File: src/hdl/transport_stream_pid_filter_core_macros.svh
// Assertion helpers shared by the filter modules. Each macro expects the
// enclosing module to have a clock named clk and an active-low reset rst_n.
`ifndef TRANSPORT_STREAM_PID_FILTER_CORE_MACROS_SVH
`define TRANSPORT_STREAM_PID_FILTER_CORE_MACROS_SVH

// Same-cycle implication.
`define TSPF_ASSERT_HOLDS(label, ante, cons, msg) \
  label: assert property (@(posedge clk) disable iff (!rst_n) (ante) |-> (cons)) \
    else $error(msg);

// Next-cycle implication.
`define TSPF_ASSERT_NEXT(label, ante, cons, msg) \
  label: assert property (@(posedge clk) disable iff (!rst_n) (ante) |=> (cons)) \
    else $error(msg);

`endif

File: src/hdl/tspf_pkg.sv
package tspf_pkg;

  localparam int BYTE_W      = 8;
  localparam int PID_W       = 13;
  localparam int CC_W        = 4;
  localparam int PCR_W       = 48;
  localparam int MASK_W      = 4;
  localparam int CNT_W       = 3;
  localparam int CFG_IDX_W   = 3;
  localparam int CFG_DATA_W  = 13;
  localparam int HDR_W       = 24;

  localparam int MAX_SLOTS           = 4;
  localparam int FILTER_SLOTS_DEF    = 4;
  localparam int QUEUE_DEPTH_DEF     = 4;

  localparam logic [BYTE_W-1:0] SYNC_PATTERN = 8'h47;

  // Bit positions inside the three header bytes that follow the sync byte.
  localparam int HDR_TEI_BIT   = 23;
  localparam int HDR_PUSI_BIT  = 22;
  localparam int HDR_PRIO_BIT  = 21;
  localparam int HDR_PID_LSB   = 8;
  localparam int HDR_SCR_MSB   = 7;
  localparam int HDR_SCR_LSB   = 6;
  localparam int HDR_AF_BIT    = 5;

  localparam int PCR_FLAG_BIT  = 4;
  localparam logic [BYTE_W-1:0] PCR_MIN_LEN  = 8'd7;
  localparam logic [BYTE_W-1:0] POS_LAST_HDR = 8'd3;
  localparam logic [BYTE_W-1:0] POS_AF_LEN   = 8'd4;
  localparam logic [BYTE_W-1:0] POS_AF_FLAGS = 8'd5;
  localparam logic [BYTE_W-1:0] POS_PCR_FIRST = 8'd6;
  localparam logic [BYTE_W-1:0] POS_PCR_LAST  = 8'd11;
  localparam logic [BYTE_W-1:0] POS_MAX       = 8'd255;

  typedef enum logic [1:0] {
    RK_INFO    = 2'd0,
    RK_PAYLOAD = 2'd1,
    RK_STATUS  = 2'd2
  } kind_t;

  typedef enum logic [1:0] {
    ST_OK        = 2'd0,
    ST_BAD_SYNC  = 2'd1,
    ST_TEI       = 2'd2,
    ST_SCRAMBLED = 2'd3
  } stat_t;

  typedef enum logic [CFG_IDX_W-1:0] {
    CFG_FILTER_COUNT = 3'd0,
    CFG_PID_SLOT_0   = 3'd1,
    CFG_PID_SLOT_1   = 3'd2,
    CFG_PID_SLOT_2   = 3'd3,
    CFG_PID_SLOT_3   = 3'd4
  } cfg_idx_t;

  // Packet fields common to every result that one byte produces.
  typedef struct packed {
    logic [PID_W-1:0]  pid;
    logic              unit_start;
    logic              priority_bit;
    logic [CC_W-1:0]   continuity;
    logic [BYTE_W-1:0] flags;
    logic [PCR_W-1:0]  pcr;
    logic              pcr_valid;
    logic [MASK_W-1:0] mask;
  } pkt_info_t;

  // One queue entry: up to two results caused by one input byte.
  typedef struct packed {
    logic              first_valid;
    kind_t             first_kind;
    logic              has_status;
    stat_t             stat;
    logic [BYTE_W-1:0] data;
    pkt_info_t         info;
  } entry_t;

  typedef struct packed {
    kind_t             kind;
    stat_t             stat;
    logic [BYTE_W-1:0] data;
    logic              fin;
    pkt_info_t         info;
  } res_t;

endpackage

File: src/hdl/tspf_front.sv
`include "transport_stream_pid_filter_core_macros.svh"

module tspf_front
  import tspf_pkg::*;
#(
  parameter int FILTER_SLOTS = FILTER_SLOTS_DEF
) (
  input  logic                  clk,
  input  logic                  rst_n,
  input  logic                  cfg_we,
  input  logic [CFG_IDX_W-1:0]  cfg_index,
  input  logic [CFG_DATA_W-1:0] cfg_data,
  input  logic                  accept_i,
  input  logic [BYTE_W-1:0]     byte_i,
  input  logic                  eop_i,
  output logic                  push_o,
  output entry_t                entry_o
);

  logic [CNT_W-1:0] fc_r;
  logic [PID_W-1:0] slot_r [FILTER_SLOTS];

  logic [BYTE_W-1:0] pos_r, pos_nxt;
  logic [HDR_W-1:0]  hdr_r, hdr_nxt;
  logic [BYTE_W-1:0] alen_r, alen_nxt;
  logic [BYTE_W-1:0] flags_r, flags_nxt;
  logic [PCR_W-1:0]  pcr_r, pcr_nxt;
  logic [MASK_W-1:0] mask_r, mask_nxt;
  stat_t             stat_r, stat_nxt;
  logic              pay_r, pay_nxt;

  // Values after this byte is taken into account, before the end-of-packet clear.
  logic [HDR_W-1:0]  hdr_u;
  logic [BYTE_W-1:0] alen_u, flags_u;
  logic [PCR_W-1:0]  pcr_u;
  logic [MASK_W-1:0] mask_u, hits;
  stat_t             stat_u;
  logic              start;
  logic [CNT_W-1:0]  slots_on;
  logic              pcr_ok, payload_hit, info_hit;

  always_ff @(posedge clk) begin
    if (!rst_n) begin
      fc_r <= '0;
      for (int i = 0; i < FILTER_SLOTS; i++) begin
        slot_r[i] <= '1;
      end
    end else if (cfg_we) begin
      if (cfg_index == CFG_FILTER_COUNT) begin
        fc_r <= cfg_data[CNT_W-1:0];
      end
      for (int i = 0; i < FILTER_SLOTS; i++) begin
        if (cfg_index == CFG_IDX_W'(int'(CFG_PID_SLOT_0) + i)) begin
          slot_r[i] <= cfg_data[PID_W-1:0];
        end
      end
    end
  end

  assign slots_on = (fc_r > CNT_W'(FILTER_SLOTS)) ? CNT_W'(FILTER_SLOTS) : fc_r;

  always_comb begin
    hits = '0;
    for (int i = 0; i < FILTER_SLOTS; i++) begin
      if ((CNT_W'(i) < slots_on) && (slot_r[i] == hdr_u[HDR_PID_LSB +: PID_W])) begin
        hits[i] = 1'b1;
      end
    end
  end

  always_comb begin
    hdr_u   = hdr_r;
    alen_u  = alen_r;
    flags_u = flags_r;
    pcr_u   = pcr_r;
    mask_u  = mask_r;
    stat_u  = stat_r;
    start   = 1'b0;
    if (!pay_r) begin
      if (pos_r == '0) begin
        stat_u = (byte_i != SYNC_PATTERN) ? ST_BAD_SYNC : ST_OK;
      end else if (pos_r <= POS_LAST_HDR) begin
        case (pos_r[1:0])
          2'd1:    hdr_u[23:16] = byte_i;
          2'd2:    hdr_u[15:8]  = byte_i;
          default: hdr_u[7:0]   = byte_i;
        endcase
        if (pos_r == POS_LAST_HDR) begin
          if (stat_u == ST_OK) begin
            if (hdr_u[HDR_TEI_BIT]) begin
              stat_u = ST_TEI;
            end else if (|hdr_u[HDR_SCR_MSB:HDR_SCR_LSB]) begin
              stat_u = ST_SCRAMBLED;
            end
          end
          if (stat_u == ST_OK) begin
            mask_u = hits;
          end
        end
      end else if (hdr_r[HDR_AF_BIT]) begin
        if (pos_r == POS_AF_LEN) begin
          alen_u = byte_i;
        end else if (pos_r == POS_AF_FLAGS && alen_r != '0) begin
          flags_u = byte_i;
        end else if (pos_r >= POS_PCR_FIRST && pos_r <= POS_PCR_LAST &&
                     alen_r >= PCR_MIN_LEN && flags_r[PCR_FLAG_BIT]) begin
          pcr_u = {pcr_r[PCR_W-BYTE_W-1:0], byte_i};
        end
      end
      // The payload starts after the header, or after the adaptation field
      // once its length is known; a zero-length field still skips its length byte.
      if (pos_r >= POS_LAST_HDR) begin
        if (!hdr_u[HDR_AF_BIT]) begin
          start = (pos_r == POS_LAST_HDR);
        end else begin
          start = (pos_r >= POS_AF_LEN) &&
                  ({1'b0, pos_r} == ({1'b0, POS_AF_LEN} + {1'b0, alen_u}));
        end
      end
    end
  end

  assign pcr_ok = hdr_u[HDR_AF_BIT] && (alen_u >= PCR_MIN_LEN) &&
                  flags_u[PCR_FLAG_BIT] && (pos_r >= POS_PCR_LAST);

  assign payload_hit = pay_r && (mask_r != '0);
  assign info_hit    = !pay_r && (mask_u != '0) &&
                       ((start && !eop_i) || (eop_i && pos_r >= POS_LAST_HDR));

  always_comb begin
    entry_o.first_valid       = payload_hit || info_hit;
    entry_o.first_kind        = payload_hit ? RK_PAYLOAD : RK_INFO;
    entry_o.has_status        = eop_i;
    entry_o.stat              = (pos_r < POS_LAST_HDR) ? ST_BAD_SYNC : stat_u;
    entry_o.data              = payload_hit ? byte_i : '0;
    entry_o.info.pid          = hdr_u[HDR_PID_LSB +: PID_W];
    entry_o.info.unit_start   = hdr_u[HDR_PUSI_BIT];
    entry_o.info.priority_bit = hdr_u[HDR_PRIO_BIT];
    entry_o.info.continuity   = hdr_u[CC_W-1:0];
    entry_o.info.flags        = flags_u;
    entry_o.info.pcr          = pcr_ok ? pcr_u : '0;
    entry_o.info.pcr_valid    = pcr_ok;
    entry_o.info.mask         = mask_u;
  end

  assign push_o = accept_i && (payload_hit || info_hit || eop_i);

  always_comb begin
    pos_nxt   = pos_r;
    hdr_nxt   = hdr_r;
    alen_nxt  = alen_r;
    flags_nxt = flags_r;
    pcr_nxt   = pcr_r;
    mask_nxt  = mask_r;
    stat_nxt  = stat_r;
    pay_nxt   = pay_r;
    if (accept_i) begin
      if (eop_i) begin
        pos_nxt   = '0;
        hdr_nxt   = '0;
        alen_nxt  = '0;
        flags_nxt = '0;
        pcr_nxt   = '0;
        mask_nxt  = '0;
        stat_nxt  = ST_OK;
        pay_nxt   = 1'b0;
      end else begin
        pos_nxt   = (pos_r == POS_MAX) ? pos_r : pos_r + 8'd1;
        hdr_nxt   = hdr_u;
        alen_nxt  = alen_u;
        flags_nxt = flags_u;
        pcr_nxt   = pcr_u;
        mask_nxt  = mask_u;
        stat_nxt  = stat_u;
        pay_nxt   = pay_r || start;
      end
    end
  end

  always_ff @(posedge clk) begin
    if (!rst_n) begin
      pos_r   <= '0;
      hdr_r   <= '0;
      alen_r  <= '0;
      flags_r <= '0;
      pcr_r   <= '0;
      mask_r  <= '0;
      stat_r  <= ST_OK;
      pay_r   <= 1'b0;
    end else begin
      pos_r   <= pos_nxt;
      hdr_r   <= hdr_nxt;
      alen_r  <= alen_nxt;
      flags_r <= flags_nxt;
      pcr_r   <= pcr_nxt;
      mask_r  <= mask_nxt;
      stat_r  <= stat_nxt;
      pay_r   <= pay_nxt;
    end
  end

  `TSPF_ASSERT_HOLDS(a_payload_after_header, pay_r, pos_r > POS_LAST_HDR, "payload before header end")
  `TSPF_ASSERT_HOLDS(a_mask_only_when_ok, mask_r != '0, stat_r == ST_OK, "match on errored packet")

endmodule

File: src/hdl/tspf_queue.sv
`include "transport_stream_pid_filter_core_macros.svh"

module tspf_queue
  import tspf_pkg::*;
#(
  parameter int QUEUE_DEPTH = QUEUE_DEPTH_DEF
) (
  input  logic   clk,
  input  logic   rst_n,
  input  logic   wr_en,
  input  entry_t wr_data,
  output logic   full_o,
  input  logic   rd_en,
  output entry_t rd_data,
  output logic   empty_o
);

  localparam int PTR_W = (QUEUE_DEPTH > 1) ? $clog2(QUEUE_DEPTH) : 1;
  localparam int CNT_QW = $clog2(QUEUE_DEPTH + 1);
  localparam logic [PTR_W-1:0]  PTR_LAST = PTR_W'(QUEUE_DEPTH - 1);
  localparam logic [CNT_QW-1:0] CNT_FULL = CNT_QW'(QUEUE_DEPTH);

  entry_t             mem_r [QUEUE_DEPTH];
  logic [PTR_W-1:0]   wr_ptr_r, wr_ptr_nxt;
  logic [PTR_W-1:0]   rd_ptr_r, rd_ptr_nxt;
  logic [CNT_QW-1:0]  cnt_r, cnt_nxt;

  assign full_o  = (cnt_r == CNT_FULL);
  assign empty_o = (cnt_r == '0);
  assign rd_data = mem_r[rd_ptr_r];

  always_comb begin
    wr_ptr_nxt = wr_ptr_r;
    rd_ptr_nxt = rd_ptr_r;
    cnt_nxt    = cnt_r;
    if (wr_en) begin
      wr_ptr_nxt = (wr_ptr_r == PTR_LAST) ? '0 : wr_ptr_r + 1'b1;
    end
    if (rd_en) begin
      rd_ptr_nxt = (rd_ptr_r == PTR_LAST) ? '0 : rd_ptr_r + 1'b1;
    end
    if (wr_en && !rd_en) begin
      cnt_nxt = cnt_r + 1'b1;
    end else if (rd_en && !wr_en) begin
      cnt_nxt = cnt_r - 1'b1;
    end
  end

  always_ff @(posedge clk) begin
    if (wr_en) begin
      mem_r[wr_ptr_r] <= wr_data;
    end
  end

  always_ff @(posedge clk) begin
    if (!rst_n) begin
      wr_ptr_r <= '0;
      rd_ptr_r <= '0;
      cnt_r    <= '0;
    end else begin
      wr_ptr_r <= wr_ptr_nxt;
      rd_ptr_r <= rd_ptr_nxt;
      cnt_r    <= cnt_nxt;
    end
  end

  `TSPF_ASSERT_HOLDS(a_no_write_when_full, wr_en, !full_o, "queue overrun")
  `TSPF_ASSERT_HOLDS(a_no_read_when_empty, rd_en, !empty_o, "queue underrun")

endmodule

File: src/hdl/tspf_back.sv
`include "transport_stream_pid_filter_core_macros.svh"

module tspf_back
  import tspf_pkg::*;
(
  input  logic   clk,
  input  logic   rst_n,
  input  logic   q_empty_i,
  input  entry_t q_data_i,
  output logic   q_pop_o,
  input  logic   out_pop_i,
  output logic   out_empty_o,
  output res_t   out_res_o
);

  logic   ov_r, ov_nxt;
  logic   phase_r, phase_nxt;
  res_t   res_r, res_nxt;
  logic   load, sel_status;

  // A result moves into the output register whenever that register is free
  // or is being emptied in this cycle.
  assign load       = !q_empty_i && (!ov_r || out_pop_i);
  assign sel_status = phase_r || !q_data_i.first_valid;
  assign q_pop_o    = load && (sel_status || !q_data_i.has_status);

  always_comb begin
    res_nxt.info = q_data_i.info;
    if (sel_status) begin
      res_nxt.kind = RK_STATUS;
      res_nxt.stat = q_data_i.stat;
      res_nxt.data = '0;
      res_nxt.fin  = 1'b1;
    end else begin
      res_nxt.kind = q_data_i.first_kind;
      res_nxt.stat = ST_OK;
      res_nxt.data = q_data_i.data;
      res_nxt.fin  = (q_data_i.first_kind == RK_PAYLOAD) && q_data_i.has_status;
    end
  end

  always_comb begin
    ov_nxt    = ov_r;
    phase_nxt = phase_r;
    if (load) begin
      ov_nxt    = 1'b1;
      phase_nxt = !sel_status && q_data_i.has_status;
    end else if (out_pop_i) begin
      ov_nxt = 1'b0;
    end
  end

  always_ff @(posedge clk) begin
    if (!rst_n) begin
      ov_r    <= 1'b0;
      phase_r <= 1'b0;
    end else begin
      ov_r    <= ov_nxt;
      phase_r <= phase_nxt;
    end
  end

  always_ff @(posedge clk) begin
    if (load) begin
      res_r <= res_nxt;
    end
  end

  assign out_empty_o = !ov_r;
  assign out_res_o   = res_r;

  `TSPF_ASSERT_HOLDS(a_phase_has_entry, phase_r,
    !q_empty_i && q_data_i.first_valid && q_data_i.has_status, "second result without entry")
  `TSPF_ASSERT_NEXT(a_status_ends_entry, load && sel_status, !phase_r, "entry not retired")

endmodule

File: src/hdl/transport_stream_pid_filter_core.sv
// Transport stream PID filter. Packet bytes enter one beat per clock on the
// in_ side, header first, with in_end_of_packet on the last byte; the block
// accepts a byte in every cycle while in_full is low, and results leave one
// beat per clock on the out_ side while out_pop is high. The front parser
// checks sync, the transport error bit and scrambling, skips the adaptation
// field while keeping its flags byte and PCR, and compares the PID against
// the enabled filter slots. Every byte of a matching, error-free packet after
// the header and adaptation field comes out as a payload beat, preceded by
// one info beat; the last byte of every packet adds a status beat. A result
// passes through the queue and then the output register. The end-of-packet
// byte may cause two results, so the output side falls one beat behind; a
// queue of QUEUE_DEPTH entries between parser and output register absorbs
// that, and in_full rises only when it is full. Configuration registers are
// written through cfg_we, cfg_index and cfg_data and must only change while
// no packet is in flight.

module transport_stream_pid_filter_core
  import tspf_pkg::*;
#(
  parameter int FILTER_SLOTS = FILTER_SLOTS_DEF,
  parameter int QUEUE_DEPTH  = QUEUE_DEPTH_DEF
) (
  input  logic                  clk,
  input  logic                  rst_n,
  // Configuration write port.
  input  logic                  cfg_we,
  input  logic [CFG_IDX_W-1:0]  cfg_index,
  input  logic [CFG_DATA_W-1:0] cfg_data,
  // Input byte channel.
  input  logic                  in_push,
  output logic                  in_full,
  input  logic [BYTE_W-1:0]     in_packet_byte,
  input  logic                  in_end_of_packet,
  // Result channel.
  output logic                  out_empty,
  input  logic                  out_pop,
  output logic [1:0]            out_result_kind,
  output logic [1:0]            out_status,
  output logic [PID_W-1:0]      out_packet_pid,
  output logic                  out_unit_start,
  output logic                  out_priority_bit,
  output logic [CC_W-1:0]       out_continuity,
  output logic [BYTE_W-1:0]     out_adaptation_flags,
  output logic [PCR_W-1:0]      out_clock_reference,
  output logic                  out_clock_valid,
  output logic [MASK_W-1:0]     out_match_mask,
  output logic [BYTE_W-1:0]     out_payload_data,
  output logic                  out_final_flag
);

  logic   q_full, q_empty, q_pop, push, accept;
  entry_t push_entry, head_entry;
  res_t   res;

  // A byte beat is taken whenever the queue has room for what it may cause.
  assign accept  = in_push && !q_full;
  assign in_full = q_full;

  tspf_front #(
    .FILTER_SLOTS (FILTER_SLOTS)
  ) u_front (
    .clk       (clk),
    .rst_n     (rst_n),
    .cfg_we    (cfg_we),
    .cfg_index (cfg_index),
    .cfg_data  (cfg_data),
    .accept_i  (accept),
    .byte_i    (in_packet_byte),
    .eop_i     (in_end_of_packet),
    .push_o    (push),
    .entry_o   (push_entry)
  );

  tspf_queue #(
    .QUEUE_DEPTH (QUEUE_DEPTH)
  ) u_queue (
    .clk     (clk),
    .rst_n   (rst_n),
    .wr_en   (push),
    .wr_data (push_entry),
    .full_o  (q_full),
    .rd_en   (q_pop),
    .rd_data (head_entry),
    .empty_o (q_empty)
  );

  tspf_back u_back (
    .clk         (clk),
    .rst_n       (rst_n),
    .q_empty_i   (q_empty),
    .q_data_i    (head_entry),
    .q_pop_o     (q_pop),
    .out_pop_i   (out_pop),
    .out_empty_o (out_empty),
    .out_res_o   (res)
  );

  // The output register carries every field of the result beat.
  assign out_result_kind      = res.kind;
  assign out_status           = res.stat;
  assign out_packet_pid       = res.info.pid;
  assign out_unit_start       = res.info.unit_start;
  assign out_priority_bit     = res.info.priority_bit;
  assign out_continuity       = res.info.continuity;
  assign out_adaptation_flags = res.info.flags;
  assign out_clock_reference  = res.info.pcr;
  assign out_clock_valid      = res.info.pcr_valid;
  assign out_match_mask       = res.info.mask;
  assign out_payload_data     = res.data;
  assign out_final_flag       = res.fin;

endmodule

File: config.mk
export PLATFORM = sky130hd
export DESIGN_NAME = transport_stream_pid_filter_core
export DESIGN_NICKNAME = d
export VERILOG_FILES = /design/src/hdl/tspf_pkg.sv /design/src/hdl/tspf_front.sv /design/src/hdl/tspf_queue.sv /design/src/hdl/tspf_back.sv /design/src/hdl/transport_stream_pid_filter_core.sv
export VERILOG_INCLUDE_DIRS = /design/src /design/src/hdl
export SDC_FILE = /design/constraint.sdc
export NUM_CORES = 1
export LEC_CHECK = 0
export BUFFER_PORTS_ARGS = -buffer_cell sky130_fd_sc_hd__buf_2
export CORE_ASPECT_RATIO = 1.5
export CORE_MARGIN = 4
export CORE_UTILIZATION = 46
export CTS_BUF_LIST = sky130_fd_sc_hd__clkbuf_8 sky130_fd_sc_hd__clkbuf_16
export CTS_CLUSTER_SIZE = 12
export DETAILED_ROUTE_END_ITERATION = 10
export GPL_ROUTABILITY_DRIVEN = 1
export PLACE_DENSITY = 0.61
export SYNTH_ARGS = -nofsm -noshare
export SYNTH_HDL_FRONTEND = slang
export SYNTH_SLANG_ARGS = --single-unit
File: constraint.sdc
create_clock -name clk -period 16.4 [get_ports clk]
set_input_delay 1.64 -clock clk [delete_from_list [all_inputs] [get_ports clk]]
set_output_delay 1.64 -clock clk [all_outputs]
set_load 0.03 [all_outputs]
==> key figures <==
Timing
  – Final period util: between 30% and 40%
  – Setup TNS Final: 0 ns
  – Max-slew violation count: 0
  – Fmax: between 150 and 200 MHz
  – Slew margin rel.: between 20% and 30%
  – Setup violators final: 0
  – Clock Skew: between 0.03 and 0.04 ns
  – Min cycle time layout: 6.22 ns
  – RSZ-0062 raised after global routing: no
  – Hold_ws: around 0.49 ns
  – Hold Violations, Final: 0
  – Worst slew pin tran: just over 1 ns

Setup path
  – CP Class: reg2reg
  – Reg2reg end: u_queue.mem_r[3][90]
  – Reg2reg setup slack: between 10 and 15 ns
  – Worst R2R Path Depth: 12
  – CP startpoint kind: flop
  – Buf/Inv on CP: 2
  – Crit path max fanout: 53
  – CP Data Required Time: ~17 ns
  – Critical path's most frequent cell: or4_1
  – Crit-path slowest cell: buf_4
  – CP Depth: 12
  – CP Capture Type: flop
  – Critical Path AT: 6.44 ns
  – Slowest stage delay, CP: 0.76 ns
  – R2R Path Start: u_front.pos_r[1]
  – Delay-heaviest family, CP: simple AND/OR/NAND/NOR gates
  – CP Cell Sequence: inv_1 -> ha_1 -> or4_1 -> nor3_4 -> mux2_2 -> xor2_1 -> or4_1 -> o21ai_2 -> nor4_2 -> o31ai_4 -> and2_4 -> buf_4

CTS
  – Post CTS Setup Buffer Count: 0
  – Clock Sinks: around 630
  – CTS tree: built
  – Hold_buf cts: 0
  – Clock Pin Slew Worst Setup and Hold Paths: ~0.060 ns
  – Total CTS buffers: 60
  – Clock latency on the worst-skew pair: approximately 0.63 ns
  – Htree depth: 2
  – # resized after CTS: 0
  – Clock Path Buffers: 3
  – Root Buffer: clkbuf_16

Min path
  – Endpoint, Worst Hold: u_front.hdr_r[6]
  – HP Start: u_front.hdr_r[6]
  – Hold path depth: 2
  – Hold Crit Class: reg2reg

Routing
  – Routed WL per cell: around 26 um
  – Residual DRC: 0
  – DR vias/cell: 5.79
  – Final WL: approximately 66 mm
  – Detailed Routing Iterations Pass 1: 5
  – Post-DRT Antenna Nets: 0
  – DR iter-0 viols: a little under 1,000
  – Via count: around 15,000

Die
  – Initial core utilization: between 40% and 50%
  – Placeable Area: 55,700 sq um
  – Die H: around 300 um
  – Die Footprint: between 60,000 and 70,000 sq um
  – Width of the die: slightly above 200 um
  – IO Pins: between 100 and 150
  – Row cnt: between 100 and 150

Yosys
  – Sequential area share after synthesis: between 60 and 70%
  – Net count after synthesis: 1,752
  – Post-synth ARST share: 0%
  – Mapped cell area: 25,900 sq um
  – Area share of the largest cell type after synthesis: about three fifths
  – Number of synthesized register bits: between 600 and 700
  – Syn Inst Count: 1,710
  – Post-synth cell types: between 70 and 80
  – Post-synth EDFFs: just over 500
  – Synth area leaders: edfxtp_1 60%, dfxtp_1 9.0%, mux4_2 8.1%
  – Yosys warning count: 0
  – Avg Inst Size Synth: between 15 and 20 sq um
  – Main synth FF type: edfxtp_1
  – Synth area leader: edfxtp_1

Placed design
  – IO buf count: approximately 120
  – GP Congestion: about 0.94
  – Post-detail-place hpwl: approximately 44 mm

Power and ir drop
  – Part of the power in registers: 48.9%
  – Pwr dens: about 140 nW/um^2
  – NetSw: 1.26 mW
  – Clock share of power: slightly above 30%
  – Int Pwr: 2.94 mW
  – Total power draw: around 4.2 mW
  – Combinational Power Share: 20.8%
  – Peak VDD IR: between 0.08 and 0.09 mV
  – Switching part of the total: between 30% and 40%
  – P_leak: 9.72 nW

GRT
  – Global-route wire length before repair: 98.9 mm
  – GRT Residual Overflow: 0
  – Vias in the first global route: 15,300
  – Initial antenna violation count: 1
  – GRT Total Usage: roughly 22%
  – Largest net degree at the start of global routing: between 60 and 70

Layout
  – Commonest non-fill, non-tap cells in the layout: 517 x edfxtp_1, 145 x nand2_1, 124 x buf_2
  – Util after Layout: between 50% and 60%
  – Nets: 1,862
  – Layout area overhead: 12.2%
  – Share of cells above drive strength 1: 21.7%
  – Filler Cell Count: 4,661
  – Commonest non-fill, non-tap cell in the layout: edfxtp_1

Outcome
  – Status: finished, final reports clean

Job
  – Max Cap Viol: 0
-- layout make-up --
class / instances / area [sq um] / area share, %
Timing Repair Buffer: 148 / 801 / 2.76
Antenna cell: 1 / 2.50 / 0.00861
Inverter: 49 / 184 / 0.633
Clock buffer: 62 / 1540 / 5.30
Sequential cell: 633 / 17900 / 61.4
Multi-Input combinational cell: 928 / 7530 / 25.9
Tap cell: 702 / 878 / 3.02
Clock inverter: 51 / 267 / 0.917
-- worst reg2reg max path, delay by kind of cell, from the launching register on --
kind / cells / cell delay, ns
DFF: 1 / 0.49
xor gates and xnor gates: 1 / 0.16
AOI/OAI and AO/OA: 2 / 0.74
muxes: 1 / 0.52
adders and majority gates: 1 / 0.32
and+or+nand+nor: 5 / 2.53
buffers and inverters: 2 / 1.01
-- state kept, by name (all words and copies together), names as in the netlist, named ones only --
signal	count
u_back.ov_r	1
u_back.out_res_o	93
u_front.slot_r	52
u_queue.cnt_r	3
u_front.alen_r	8
u_queue.rd_ptr_r	2
u_back.phase_r	1
u_front.pay_r	1
u_front.pcr_r	48
u_front.stat_r	2
u_front.mask_r	4
u_front.fc_r	3
u_front.hdr_r	23
u_front.flags_r	8
u_queue.wr_ptr_r	2
u_queue.mem_r	372
u_front.pos_r	8
-- metal layers --
layer	global-route usage [%]	vias to the layer above	wire length (um)
met5	0	-	0
met4	8.60	0	2770
met3	2.57	138	2560
met2	40.3	440	36000
met1	25.2	7605	24600
li1	-	6717	-
-- cell usage after synthesis (13+ instances only) --
library cell and count:
a21oi_1 57, a22oi_1 90, and2_1 18, buf_1 13, clkbuf_1 82, dfxtp_1 116, edfxtp_1 517, inv_1 48
mux2_2 20, mux2i_1 21, mux4_2 93, nand2_1 145, nand2b_1 13, nand3_1 25, nor2_1 33, nor2b_1 110
nor3_1 21, o21ai_0 26, o22ai_1 15, or2_2 52, xnor2_1 33, xor2_1 27
-- per-stage QoR --
step | setup WS [ns] | area (sq um) | instances
3_5_place_dp | 10.05 | 27300 | 2460
6_report | 10.18 | 29100 | 2574
3_3_place_gp | 10.13 | 27300 | 2460
4_1_cts | 10.19 | 29100 | 2573
5_1_grt | 9.89 | 29100 | 2573
2_1_floorplan | 8.47 | 25900 | 1710
-- cells by family after synthesis --
logic type	synth area share (%)
flip-flops	68.9
buffers and inverters	2.24
multiplexers	9.77
adder cells (fa/ha/maj)	0.609
XOR/XNOR	2.03
AO/OA/AOI/OAI	6.73
AND/OR/NAND/NOR	9.74
-- worst max path at each step --
| stage | from | end | slack (ns) |
|---|---|---|---|
| after detailed placement | in_packet_byte[5] | u_queue.mem_r[3][85] | 10.05 |
| after CTS | u_front.pos_r[1] | u_queue.mem_r[3][90] | 10.19 |
| after floorplan | out_pop | u_queue.cnt_r[2] | 8.47 |
| final | u_front.pos_r[1] | u_queue.mem_r[3][90] | 10.18 |
| after global placement | in_packet_byte[2] | u_queue.mem_r[3][85] | 10.13 |
| after global routing | u_front.pos_r[1] | u_queue.mem_r[3][90] | 9.89 |
-- power groups by stage --
stage	clock, mW	sequential, mW	combinational [mW]
after floorplan	0	2.33	0.359
after global placement	0	2.08	0.892
after detailed placement	0	2.09	0.896
after CTS	1.30	2.06	0.899
after global routing	1.37	2.07	0.925
final	1.27	2.05	0.874
No activity file was read; power rests on OpenSTA's default activity.
